## src/hdl/nfpp_pkg.sv

```systemverilog
// nfpp_pkg: shared types, constants and helper functions of the next-fit page packer
`default_nettype none
package nfpp_pkg;

    // fixed field widths
    localparam int unsigned COUNT_W    = 20;
    localparam int unsigned INDEX_W    = 24;
    localparam int unsigned BYTES_W    = 40;
    localparam int unsigned COORD_W    = 32;
    localparam int unsigned BUDGET_W   = 32;
    // cluster size estimate fits in 30 bits for up to 256 bytes per vertex
    localparam int unsigned CL_BYTES_W = 30;

    localparam logic [CL_BYTES_W-1:0] TRI_BYTES        = CL_BYTES_W'(12);
    localparam logic [CL_BYTES_W-1:0] CLUSTER_OVERHEAD = CL_BYTES_W'(64);
    localparam logic [BUDGET_W-1:0]   BUDGET_RESET     = BUDGET_W'(65536);
    localparam logic [BYTES_W-1:0]    BYTES_MAX        = {BYTES_W{1'b1}};
    localparam logic [INDEX_W-1:0]    COUNT_MAX        = {INDEX_W{1'b1}};

    localparam logic signed [COORD_W-1:0] COORD_MAX = {1'b0, {(COORD_W-1){1'b1}}};
    localparam logic signed [COORD_W-1:0] COORD_MIN = {1'b1, {(COORD_W-1){1'b0}}};

    // result kinds
    localparam logic KIND_PLACEMENT = 1'b0;
    localparam logic KIND_RECORD    = 1'b1;

    // back-end phase of the head request
    typedef enum logic [1:0] {
        PH_PLACE = 2'b01,
        PH_FINAL = 2'b10
    } phase_t;

    typedef struct packed {
        logic [COUNT_W-1:0]        triangle_count;
        logic [COUNT_W-1:0]        vertex_count;
        logic signed [COORD_W-1:0] box_min_x;
        logic signed [COORD_W-1:0] box_min_y;
        logic signed [COORD_W-1:0] box_min_z;
        logic signed [COORD_W-1:0] box_max_x;
        logic signed [COORD_W-1:0] box_max_y;
        logic signed [COORD_W-1:0] box_max_z;
        logic                      final_cluster;
    } in_item_t;

    typedef struct packed {
        logic                      kind;
        logic [INDEX_W-1:0]        page_number;
        logic [INDEX_W-1:0]        first_cluster;
        logic [INDEX_W-1:0]        clusters_in_page;
        logic [BYTES_W-1:0]        page_bytes;
        logic signed [COORD_W-1:0] page_min_x;
        logic signed [COORD_W-1:0] page_min_y;
        logic signed [COORD_W-1:0] page_min_z;
        logic signed [COORD_W-1:0] page_max_x;
        logic signed [COORD_W-1:0] page_max_y;
        logic signed [COORD_W-1:0] page_max_z;
        logic                      run_end;
    } out_item_t;

    typedef struct packed {
        logic signed [COORD_W-1:0] min_x;
        logic signed [COORD_W-1:0] min_y;
        logic signed [COORD_W-1:0] min_z;
        logic signed [COORD_W-1:0] max_x;
        logic signed [COORD_W-1:0] max_y;
        logic signed [COORD_W-1:0] max_z;
    } box_t;

    // classified cluster waiting for the back end
    typedef struct packed {
        logic [CL_BYTES_W-1:0] cluster_bytes;
        box_t                  box;
        logic                  final_cluster;
    } queue_item_t;

    localparam box_t BOX_EMPTY = '{
        min_x: COORD_MAX, min_y: COORD_MAX, min_z: COORD_MAX,
        max_x: COORD_MIN, max_y: COORD_MIN, max_z: COORD_MIN
    };

    // grow a page box by one cluster box
    function automatic box_t merge_box(input box_t page, input box_t cl);
        box_t r;
        r       = page;
        if ($signed(cl.min_x) < $signed(page.min_x)) r.min_x = cl.min_x;
        if ($signed(cl.min_y) < $signed(page.min_y)) r.min_y = cl.min_y;
        if ($signed(cl.min_z) < $signed(page.min_z)) r.min_z = cl.min_z;
        if ($signed(cl.max_x) > $signed(page.max_x)) r.max_x = cl.max_x;
        if ($signed(cl.max_y) > $signed(page.max_y)) r.max_y = cl.max_y;
        if ($signed(cl.max_z) > $signed(page.max_z)) r.max_z = cl.max_z;
        return r;
    endfunction

    function automatic out_item_t make_record(
        input logic [INDEX_W-1:0] number,
        input logic [INDEX_W-1:0] first,
        input logic [INDEX_W-1:0] clusters,
        input logic [BYTES_W-1:0] bytes,
        input box_t               box,
        input logic               last
    );
        out_item_t r;
        r.kind             = KIND_RECORD;
        r.page_number      = number;
        r.first_cluster    = first;
        r.clusters_in_page = clusters;
        r.page_bytes       = bytes;
        r.page_min_x       = box.min_x;
        r.page_min_y       = box.min_y;
        r.page_min_z       = box.min_z;
        r.page_max_x       = box.max_x;
        r.page_max_y       = box.max_y;
        r.page_max_z       = box.max_z;
        r.run_end          = last;
        return r;
    endfunction

    function automatic out_item_t make_placement(
        input logic [INDEX_W-1:0] number,
        input logic [INDEX_W-1:0] index,
        input logic               last
    );
        out_item_t r;
        r               = '0;
        r.kind          = KIND_PLACEMENT;
        r.page_number   = number;
        r.first_cluster = index;
        r.run_end       = last;
        return r;
    endfunction

endpackage
`default_nettype wire

```

## src/hdl/nfpp_front.sv

```systemverilog
// nfpp_front: accepts cluster requests and computes their byte estimate
`default_nettype none
module nfpp_front
    import nfpp_pkg::*;
#(
    parameter int unsigned VERTEX_BYTES = 48
) (
    input  wire in_item_t    s_data,
    output queue_item_t      q_item
);

    logic [CL_BYTES_W-1:0] tri_part;
    logic [CL_BYTES_W-1:0] vert_part;

    // size estimate: triangles * 12 + vertices * VERTEX_BYTES + overhead
    assign tri_part  = CL_BYTES_W'(s_data.triangle_count) * TRI_BYTES;
    assign vert_part = CL_BYTES_W'(s_data.vertex_count) * CL_BYTES_W'(VERTEX_BYTES);

    always_comb begin
        q_item.cluster_bytes = tri_part + vert_part + CLUSTER_OVERHEAD;
        q_item.box.min_x     = s_data.box_min_x;
        q_item.box.min_y     = s_data.box_min_y;
        q_item.box.min_z     = s_data.box_min_z;
        q_item.box.max_x     = s_data.box_max_x;
        q_item.box.max_y     = s_data.box_max_y;
        q_item.box.max_z     = s_data.box_max_z;
        q_item.final_cluster = s_data.final_cluster;
    end

endmodule
`default_nettype wire

```

## src/hdl/nfpp_queue.sv

```systemverilog
// nfpp_queue: small fifo between the classifying front and the packing back end
`default_nettype none
module nfpp_queue
    import nfpp_pkg::*;
#(
    parameter int unsigned DEPTH = 2
) (
    input  wire              aclk,
    input  wire              aresetn,
    input  wire              push,
    input  wire queue_item_t push_item,
    output logic             full,
    input  wire              pop,
    output logic             head_valid,
    output queue_item_t      head_item
);

    localparam int unsigned PTR_W = (DEPTH > 1) ? $clog2(DEPTH) : 1;
    localparam int unsigned CNT_W = $clog2(DEPTH + 1);
    localparam logic [PTR_W-1:0] PTR_LAST = PTR_W'(DEPTH - 1);
    localparam logic [CNT_W-1:0] CNT_FULL = CNT_W'(DEPTH);

    queue_item_t      entry_reg [DEPTH];
    logic [PTR_W-1:0] wr_ptr_reg, wr_ptr_next;
    logic [PTR_W-1:0] rd_ptr_reg, rd_ptr_next;
    logic [CNT_W-1:0] count_reg, count_next;
    logic             do_push, do_pop;

    assign full       = (count_reg == CNT_FULL);
    assign head_valid = (count_reg != '0);
    assign head_item  = entry_reg[rd_ptr_reg];
    assign do_push    = push && !full;
    assign do_pop     = pop && head_valid;

    // pointer and fill count update
    always_comb begin
        wr_ptr_next = wr_ptr_reg;
        rd_ptr_next = rd_ptr_reg;
        count_next  = count_reg;
        if (do_push) begin
            wr_ptr_next = (wr_ptr_reg == PTR_LAST) ? '0 : wr_ptr_reg + 1'b1;
        end
        if (do_pop) begin
            rd_ptr_next = (rd_ptr_reg == PTR_LAST) ? '0 : rd_ptr_reg + 1'b1;
        end
        if (do_push && !do_pop) begin
            count_next = count_reg + 1'b1;
        end else if (do_pop && !do_push) begin
            count_next = count_reg - 1'b1;
        end
    end

    always_ff @(posedge aclk) begin
        if (!aresetn) begin
            wr_ptr_reg <= '0;
            rd_ptr_reg <= '0;
            count_reg  <= '0;
        end else begin
            wr_ptr_reg <= wr_ptr_next;
            rd_ptr_reg <= rd_ptr_next;
            count_reg  <= count_next;
        end
    end

    // storage, no reset needed
    always_ff @(posedge aclk) begin
        if (do_push) begin
            entry_reg[wr_ptr_reg] <= push_item;
        end
    end

endmodule
`default_nettype wire

```

## src/hdl/nfpp_back.sv

```systemverilog
// nfpp_back: open-page state, next-fit decision and result register
`default_nettype none
module nfpp_back
    import nfpp_pkg::*;
(
    input  wire                  aclk,
    input  wire                  aresetn,
    input  wire [BUDGET_W-1:0]   target_page_bytes,
    input  wire                  head_valid,
    input  wire queue_item_t     head_item,
    output logic                 pop,
    output logic                 in_final,
    output logic                 m_valid,
    input  wire                  m_ready,
    output out_item_t            m_data
);

    phase_t             phase_reg, phase_next;
    logic [BYTES_W-1:0] bytes_reg, bytes_next;
    logic [INDEX_W-1:0] clusters_reg, clusters_next;
    logic [INDEX_W-1:0] first_reg, first_next;
    logic [INDEX_W-1:0] number_reg, number_next;
    logic [INDEX_W-1:0] index_reg, index_next;
    box_t               box_reg, box_next;
    logic               m_valid_reg, m_valid_next;
    out_item_t          m_data_reg, m_data_next;

    logic [BYTES_W:0]   sum;
    logic               need_close;
    logic               out_free;
    logic               step;

    assign out_free   = !m_valid_reg || m_ready;
    assign step       = head_valid && out_free;
    assign sum        = {1'b0, bytes_reg} + (BYTES_W + 1)'(head_item.cluster_bytes);
    assign need_close = (clusters_reg != '0) &&
                        (sum > (BYTES_W + 1)'(target_page_bytes));
    assign in_final   = (phase_reg == PH_FINAL);
    assign m_valid    = m_valid_reg;
    assign m_data     = m_data_reg;

    // one result per cycle for the head request while the result register is free
    always_comb begin
        phase_next    = phase_reg;
        bytes_next    = bytes_reg;
        clusters_next = clusters_reg;
        first_next    = first_reg;
        number_next   = number_reg;
        index_next    = index_reg;
        box_next      = box_reg;
        m_data_next   = m_data_reg;
        m_valid_next  = m_valid_reg;
        pop           = 1'b0;
        if (out_free) begin
            m_valid_next = step;
        end
        if (step) begin
            case (phase_reg)
                PH_PLACE: begin
                    if (need_close) begin
                        // overflow: close the open page and start a fresh one
                        m_data_next   = make_record(number_reg, first_reg, clusters_reg,
                                                    bytes_reg, box_reg, 1'b0);
                        number_next   = number_reg + 1'b1;
                        first_next    = index_reg;
                        bytes_next    = '0;
                        clusters_next = '0;
                        box_next      = BOX_EMPTY;
                    end else begin
                        // place the cluster in the open page
                        m_data_next   = make_placement(number_reg, index_reg,
                                                       !head_item.final_cluster);
                        clusters_next = (clusters_reg == COUNT_MAX) ? clusters_reg
                                                                    : clusters_reg + 1'b1;
                        bytes_next    = sum[BYTES_W] ? BYTES_MAX : sum[BYTES_W-1:0];
                        box_next      = merge_box(box_reg, head_item.box);
                        index_next    = index_reg + 1'b1;
                        if (head_item.final_cluster) begin
                            phase_next = PH_FINAL;
                        end else begin
                            pop = 1'b1;
                        end
                    end
                end
                PH_FINAL: begin
                    // last cluster: emit the final page and restart
                    m_data_next   = make_record(number_reg, first_reg, clusters_reg,
                                                bytes_reg, box_reg, 1'b1);
                    bytes_next    = '0;
                    clusters_next = '0;
                    first_next    = '0;
                    number_next   = '0;
                    index_next    = '0;
                    box_next      = BOX_EMPTY;
                    phase_next    = PH_PLACE;
                    pop           = 1'b1;
                end
                default: begin
                    phase_next = PH_PLACE;
                end
            endcase
        end
    end

    // control and page state
    always_ff @(posedge aclk) begin
        if (!aresetn) begin
            phase_reg    <= PH_PLACE;
            bytes_reg    <= '0;
            clusters_reg <= '0;
            first_reg    <= '0;
            number_reg   <= '0;
            index_reg    <= '0;
            box_reg      <= BOX_EMPTY;
            m_valid_reg  <= 1'b0;
        end else begin
            phase_reg    <= phase_next;
            bytes_reg    <= bytes_next;
            clusters_reg <= clusters_next;
            first_reg    <= first_next;
            number_reg   <= number_next;
            index_reg    <= index_next;
            box_reg      <= box_next;
            m_valid_reg  <= m_valid_next;
        end
    end

    // result payload
    always_ff @(posedge aclk) begin
        m_data_reg <= m_data_next;
    end

endmodule
`default_nettype wire

```

## src/hdl/next_fit_page_packer.sv

```systemverilog
// next_fit_page_packer: top level of the next-fit cluster page packer
//
//   channel   direction  handshake           payload
//   s_        in         s_valid / s_ready   in_item_t   one cluster request
//   m_        out        m_valid / m_ready   out_item_t  placement or page record
//   cfg_      in         cfg_we              cfg_wdata   target_page_bytes
//
// a request yields one to three results, one result per cycle unless m_ready stalls;
// requests that only place their cluster go at one request per cycle unless a page
// closes or m_ready stalls. the single result register in the back end sets that pace.
// the front computes the size estimate in the accept cycle and writes a QUEUE_DEPTH fifo.
// reset is synchronous, active low; no clearing pass is needed.
// s_ready drops only while the fifo is full; m_ready low stalls the back end only.
`default_nettype none
module next_fit_page_packer
    import nfpp_pkg::*;
#(
    parameter int unsigned VERTEX_BYTES = 48,
    parameter int unsigned QUEUE_DEPTH  = 2
) (
    input  wire                aclk,
    input  wire                aresetn,
    input  wire                s_valid,
    output logic               s_ready,
    input  wire in_item_t      s_data,
    output logic               m_valid,
    input  wire                m_ready,
    output out_item_t          m_data,
    input  wire                cfg_we,
    input  wire [BUDGET_W-1:0] cfg_wdata
);

    logic [BUDGET_W-1:0] target_reg;
    queue_item_t         cls_item;
    queue_item_t         head_item;
    logic                q_full;
    logic                head_valid;
    logic                pop;
    logic                in_final;

    // page budget register
    always_ff @(posedge aclk) begin
        if (!aresetn) begin
            target_reg <= BUDGET_RESET;
        end else if (cfg_we) begin
            target_reg <= cfg_wdata;
        end
    end

    assign s_ready = !q_full;

    nfpp_front #(
        .VERTEX_BYTES(VERTEX_BYTES)
    ) u_front (
        .s_data (s_data),
        .q_item (cls_item)
    );

    nfpp_queue #(
        .DEPTH(QUEUE_DEPTH)
    ) u_queue (
        .aclk       (aclk),
        .aresetn    (aresetn),
        .push       (s_valid),
        .push_item  (cls_item),
        .full       (q_full),
        .pop        (pop),
        .head_valid (head_valid),
        .head_item  (head_item)
    );

    nfpp_back u_back (
        .aclk              (aclk),
        .aresetn           (aresetn),
        .target_page_bytes (target_reg),
        .head_valid        (head_valid),
        .head_item         (head_item),
        .pop               (pop),
        .in_final          (in_final),
        .m_valid           (m_valid),
        .m_ready           (m_ready),
        .m_data            (m_data)
    );

`ifndef NO_ASSERTIONS
    // the final record is pending only while its request is still queued
    a_final_has_head: assert property (@(posedge aclk) disable iff (!aresetn)
        in_final |-> head_valid)
        else $error("final phase without a queued request");

    // placements carry no page totals
    a_placement_clean: assert property (@(posedge aclk) disable iff (!aresetn)
        (m_valid && m_data.kind == KIND_PLACEMENT) |->
            (m_data.clusters_in_page == '0 && m_data.page_bytes == '0))
        else $error("placement with page totals");

    // a closed page always holds at least one cluster
    a_record_nonempty: assert property (@(posedge aclk) disable iff (!aresetn)
        (m_valid && m_data.kind == KIND_RECORD) |-> (m_data.clusters_in_page != '0))
        else $error("empty page record");
`endif

endmodule
`default_nettype wire

```

## config.mk

```make
export PLATFORM = sky130hd
export DESIGN_NAME = next_fit_page_packer
export DESIGN_NICKNAME = d
export VERILOG_FILES = /design/src/hdl/nfpp_pkg.sv /design/src/hdl/nfpp_front.sv /design/src/hdl/nfpp_queue.sv /design/src/hdl/nfpp_back.sv /design/src/hdl/next_fit_page_packer.sv
export SDC_FILE = /design/constraint.sdc
export NUM_CORES = 2
export LEC_CHECK = 0
export BUFFER_PORTS_ARGS = -buffer_cell sky130_fd_sc_hd__buf_2
export CORE_MARGIN = 1
export CORE_UTILIZATION = 40
export CTS_CLUSTER_SIZE = 20
export DETAILED_ROUTE_END_ITERATION = 10
export GPL_ROUTABILITY_DRIVEN = 0
export PLACE_DENSITY_LB_ADDON = 0.3
export SYNTH_ARGS = -nofsm -noshare
export SYNTH_HDL_FRONTEND = slang
export SYNTH_SLANG_ARGS = --single-unit
```

## constraint.sdc

```tcl
create_clock -name aclk -period 19.78 [get_ports aclk]
set_input_delay 0.989 -clock aclk [delete_from_list [all_inputs] [get_ports aclk]]
set_output_delay 0.989 -clock aclk [all_outputs]
set_load 0.01 [all_outputs]
```

; After elaboration in Yosys (flattened, before gate mapping)
; Memory sizes are Yosys's and may differ from the RTL's. A register that Yosys moved wholly into a read port is not among the register bits.
; Cells that the tools add are included.
[classes]
mul = 2
n_eq_ne = 14
n_reduce_logical = 27
n_mux = 37
n_lt_le_gt_ge = 7
add_sub_neg = 10
[op_table]
columns = op, n
row1 = case mux 306 bit (2 select lines), 1
row2 = case mux 192 bit (2 select lines), 1
row3 = 2-to-1 mux 306 bit, 1
row4 = 2-to-1 mux 192 bit, 1
row5 = 2-to-1 mux 32 bit, 6
row6 = case mux 24 bit (2 select lines), 4
row7 = 2-to-1 mux 24 bit, 5
row8 = greater-than comparator 32 bit, 3
row9 = < comparator 32 bit, 3
row10 = 2-to-1 mux 40 bit, 2
row11 = case mux 40 bit (2 select lines), 1
row12 = "adder 24 x 1 -> 24 bit, second input constant", 3
row13 = "multiplier 20 x 2 -> 22 bit, second input constant", 2
row14 = adder 40 x 30 -> 41 bit, 1
row15 = greater-than comparator 41 x 32 -> 1 bit, 1
row16 = "adder 30 x 7 -> 30 bit, second input constant", 1
row17 = AND reduction 3 bit, 10
row18 = adder 24 x 26 -> 27 bit, 1
row19 = "== test 24 bit, second input constant", 1
row20 = nonzero test 24 bit, 1
row21 = "!= test 3 x 1 -> 1 bit, second input constant", 6
row22 = 2-to-1 mux 2 bit, 5
row23 = 2-to-1 mux 1 bit, 9
row24 = logical AND 1 bit, 6
row25 = 13 further kinds, 22
[word_totals]
ramBits = 446
word_cells = 127
register_bits = 673
mem_count = 1
[memory_table]
columns = name, words, word_bits, rd, rd_clocked_by_memory_dff, write_ports, line
row1 = u_queue.entry_reg, 2, 223, 1, 1, 1, nfpp_queue.sv:23  ; queue_item_t entry_reg [DEPTH];

; Logic depth before layout (Yosys ltp)
[depth]
depth_word = 10
depth_mapped = 33
depth_no_buf = 28

; Cells and area by module
; From an unflattened synthesis, not the netlist that was laid out.
[hier_totals]
cells_unflattened = 4712
hier_area_um2 = 54558.6
[modules_own_cells]
columns = mod, cells_per_inst, instances, area_each_um2
row1 = nfpp_back, 3219, 1, 31241.2
row2 = nfpp_queue, 719, 1, 17028.8
row3 = nfpp_front, 670, 1, 5043.6
row4 = next_fit_page_packer, 104, 1, 1244.9

; Worst setup path before layout
; OpenSTA, ideal clock, no wires.
[synth_path]
kind = input port to flip-flop
start = input port m_ready
end = register u_queue.count_reg[1]
setup_time_ns = 0.071
arrival_time_ns = 12.224
slack_ns = 7.486
path_buffers = 2
stages = 10
cell_sequence = nor2b_1 or3_1 clkbuf_1 inv_2 clkbuf_1 o21ai_0 ha_1 xor2_1 or3_1 a21oi_1
[synth_via]
elab_chain_cells = 7
elab_cells_between_ends = 9
[synth_lines]
columns = element, line
row1 = from (decl), next_fit_page_packer.sv:27  ; input wire m_ready,
row2 = logical OR 1 bit *, nfpp_back.sv:33  ; assign out_free = !m_valid_reg || m_ready;
row3 = logical AND 1 bit *, nfpp_back.sv:34  ; assign step = head_valid && out_free;
row4 = 2-to-1 mux 1 bit *, nfpp_back.sv:57  ; if (step) begin
row5 = logical AND 1 bit *, nfpp_queue.sv:33  ; assign do_pop = pop && head_valid;
row6 = logical NOT 1 bit, nfpp_queue.sv:46  ; if (do_push && !do_pop) begin
row7 = logical AND 1 bit, nfpp_queue.sv:46
row8 = 2-to-1 mux 2 bit or nonzero test 2 bit (tied branches), n/a
row9 = to (signal assigned), nfpp_queue.sv:61  ; count_reg <= count_next;
row10 = to (decl), nfpp_queue.sv:26  ; logic [CNT_W-1:0] count_reg, count_next;
; Mark *: on every way between the ends. The rest lies on a longest branch, timed or not.
; A chain may end at the register's enable or synchronous reset.

==> results.sh <==
export IMPL_core_um2=126000
export IMPL_nNetsFinal=5375
export IMPL_start_kind="flip-flop"
export IMPL_yosys_top_cells_count="743 x edfxtp_1, 367 x dfxtp_1, 364 x inv_1"
export IMPL_synthDistinctLibCells=89
export IMPL_die_area_um2=128000
export IMPL_via_count=34700
export IMPL_syn_to_final_growth_pct=16.8
export IMPL_status="completed"
export IMPL_hold_slack_ns=0.436
export IMPL_synth_top_area_share_pct=43.9
export IMPL_ant_nets=0
export IMPL_synth_cells=4244
export IMPL_hold_violations=0
export IMPL_dr_pass1_iters=6
export IMPL_drt_iter0_drc=2722
export IMPL_synth_edff_count=743
export IMPL_cts_buffers=113
export IMPL_drive_above_1_share_pct=20.5
export IMPL_cts_sinks=1110
export IMPL_largest_reg_flops=438
export IMPL_num_io_pins=578
export IMPL_synth_ff_type="edfxtp_1"
export IMPL_required_ns=20.19
export IMPL_p_leak_nw=23.9
export IMPL_p_sw_mw=3.35
export IMPL_critPathKind="flip-flop to flip-flop"
export IMPL_grt_pass1_wl_mm=198
export IMPL_drc=0
export IMPL_synthArstFlopShare_pct=0
export IMPL_first_global_vias=33400
export IMPL_synth_seq_cells=1110
export IMPL_numPortBuffers=577
export IMPL_grt_usage_pct=20.1
export IMPL_start_util_pct=40.4
export IMPL_tns_ns=0
export IMPL_clock_skew_ns=0.0327
export IMPL_routed_via_density=5.29
export IMPL_ys_seq_area_share_pct=58.4
export IMPL_cts_tree="done"
export IMPL_clkLatencyLatePin_ns=0.74
export IMPL_fill_cells=11400
export IMPL_grt_ovfl_total=0
export IMPL_setup_viol=0
export IMPL_seqPwrFrac_pct=38.8
export IMPL_p_total_mw=9.21
export IMPL_peakVddDrop_mv=0.144
export IMPL_root_buffer="clkbuf_16"
export IMPL_path_max_fanout=166
export IMPL_ys_warnings_count=0
export IMPL_cts_setup_buffers=0
export IMPL_power_density_nw_per_um2=155
export IMPL_combPwrFrac_pct=36.8
export IMPL_post_place_cells=6320
export IMPL_swShare_pct=36.3
export IMPL_arrival_ns=9.89
export IMPL_max_freq_ghz=0.106
export IMPL_hp_class="input pin to flip-flop"
export IMPL_rows=130
export IMPL_wire_per_inst_um=20.4
export IMPL_max_slew_margin_pct=8.91
export IMPL_h_tree_depth=3
export IMPL_cts_resized=0
export IMPL_grt_antenna_before_repair=36
export IMPL_grt_max_degree=167
export IMPL_internal_power_mw=5.87
export IMPL_synthTopCellsByArea="edfxtp_1 44%, dfxtp_1 14%, ha_1 7.8%"
export IMPL_cts_buffer_depth=3
export IMPL_synth_most_common_cell="edfxtp_1"
export IMPL_synth_top_area_cell="edfxtp_1"
export IMPL_cp_end_kind="flip-flop"
export IMPL_max_cap_viol_count=0
export IMPL_clkPwrFrac_pct=24.4
export IMPL_worst_pin_slew_ns=1.37
export IMPL_avgSynthCellArea_um2=12.0
export IMPL_mappedNetlistArea_um2=50800
export IMPL_cts_hold_fix_buffers=0
export IMPL_rsz0062_at_grt="false"
export IMPL_regArea_um2=29700
export IMPL_clkTransAtPathRegs_ns=0.07
export IMPL_place_hpwl_mm=92.8
export IMPL_die_h_um=358
export IMPL_totalWireLength_mm=133
export IMPL_fin_crit_ns=9.48
export IMPL_multi_input_area_um2=19100
export IMPL_final_cells=6554
export IMPL_period_share_pct=47.9
export IMPL_dieWidth_um=358
export IMPL_drv_slew=0
export IMPL_post_route_util_pct=47.2
## through the flow
step / cell area (um2) / setup WS (ns)
finish: 59300 / 10.30
global route: 59300 / 9.78
CTS: 59300 / 10.33
detailed placement: 55400 / 10.35
global placement: 55400 / 10.35
floorplan: 50800 / 7.49
## power by group through the flow
stage | clock network, mW | registers (mW) | logic (mW)
6_report | 2.24 | 3.57 | 3.39
5_1_grt | 2.37 | 3.63 | 3.76
4_1_cts | 2.29 | 3.58 | 3.43
3_5_place_dp | 0 | 3.62 | 3.41
3_3_place_gp | 0 | 3.61 | 3.37
2_1_floorplan | 0 | 3.87 | 2.10
## worst max-delay path, stage by stage (launching register included)
cell and delay, ns:
dfxtp_4 0.82, buf_4 0.72, mux2_2 0.42, ha_1 0.32
o21a_1 0.19, and3_1 0.18, a211o_1 0.33, a21o_1 0.23
a31o_2 0.25, a2111oi_0 0.84, o31ai_1 0.23, xor2_1 0.20
ha_1 0.30, nand4_1 0.16, nor4_1 0.48, nand2_1 0.09
nor4_1 0.28, a311oi_1 0.12, nor2b_1 0.15, a22oi_1 0.17
a211oi_4 0.54, a21boi_4 0.27, nor2_4 0.14, buf_4 0.56
buf_12 0.44, nor2_1 0.11
## worst paths after layout
path	to	start	slack [ns]	cells after the start
max	u_back.m_data[63]	flip-flop	10.30	25
min reg2reg	u_back.first_reg[10]	u_back.first_reg[10]	0.45	2
max reg2reg	u_back.m_data[63]	flip-flop	10.30	25
min	u_queue.entry_reg[1][136]	s_data[136]	0.44	1
## kinds of logic after synthesis
group	after synthesis	synth area share (%)
XOR/XNOR	100	1.72
flip-flops	1110	58.4
adder cells (fa/ha/maj)	320	7.94
AO/OA/AOI/OAI	827	11.3
multiplexers	296	6.20
buffers and inverters	556	4.30
other	1	0.00739
AND/OR/NAND/NOR	1034	10.1
## area by class of cell
type,instances,area share [%]
Multi-Input combinational cell,2579,32.1
Antenna cell,20,0.0844
Timing Repair Buffer,615,5.39
Inverter,366,2.33
Tap cell,1650,3.48
Clock buffer,154,5.36
Clock inverter,60,1.21
Sequential cell,1110,50.0
## layout by cell type (no fill, tap or decap), drive strengths merged, types with 64 or more instances in the layout
cell type	instances
nor2	361
ha	316
a21o	87
dfxtp	367
mux2i	152
mux2	144
a21oi	167
buf	615
xnor2	64
edfxtp	743
nand2	144
nand4	94
inv	372
and2	79
a2bb2oi	64
nor3	77
o21ai	156
clkbuf	154
## per-layer routing
metal	part of all wire [%]	GRT usage, %	routed length [um]
met5	0.091	0	122
met4	2.7	7.29	3630
met3	6.4	3.90	8550
met2	48	33.3	63700
met1	43	26.1	57400
No activity file was read; power rests on OpenSTA's default activity.
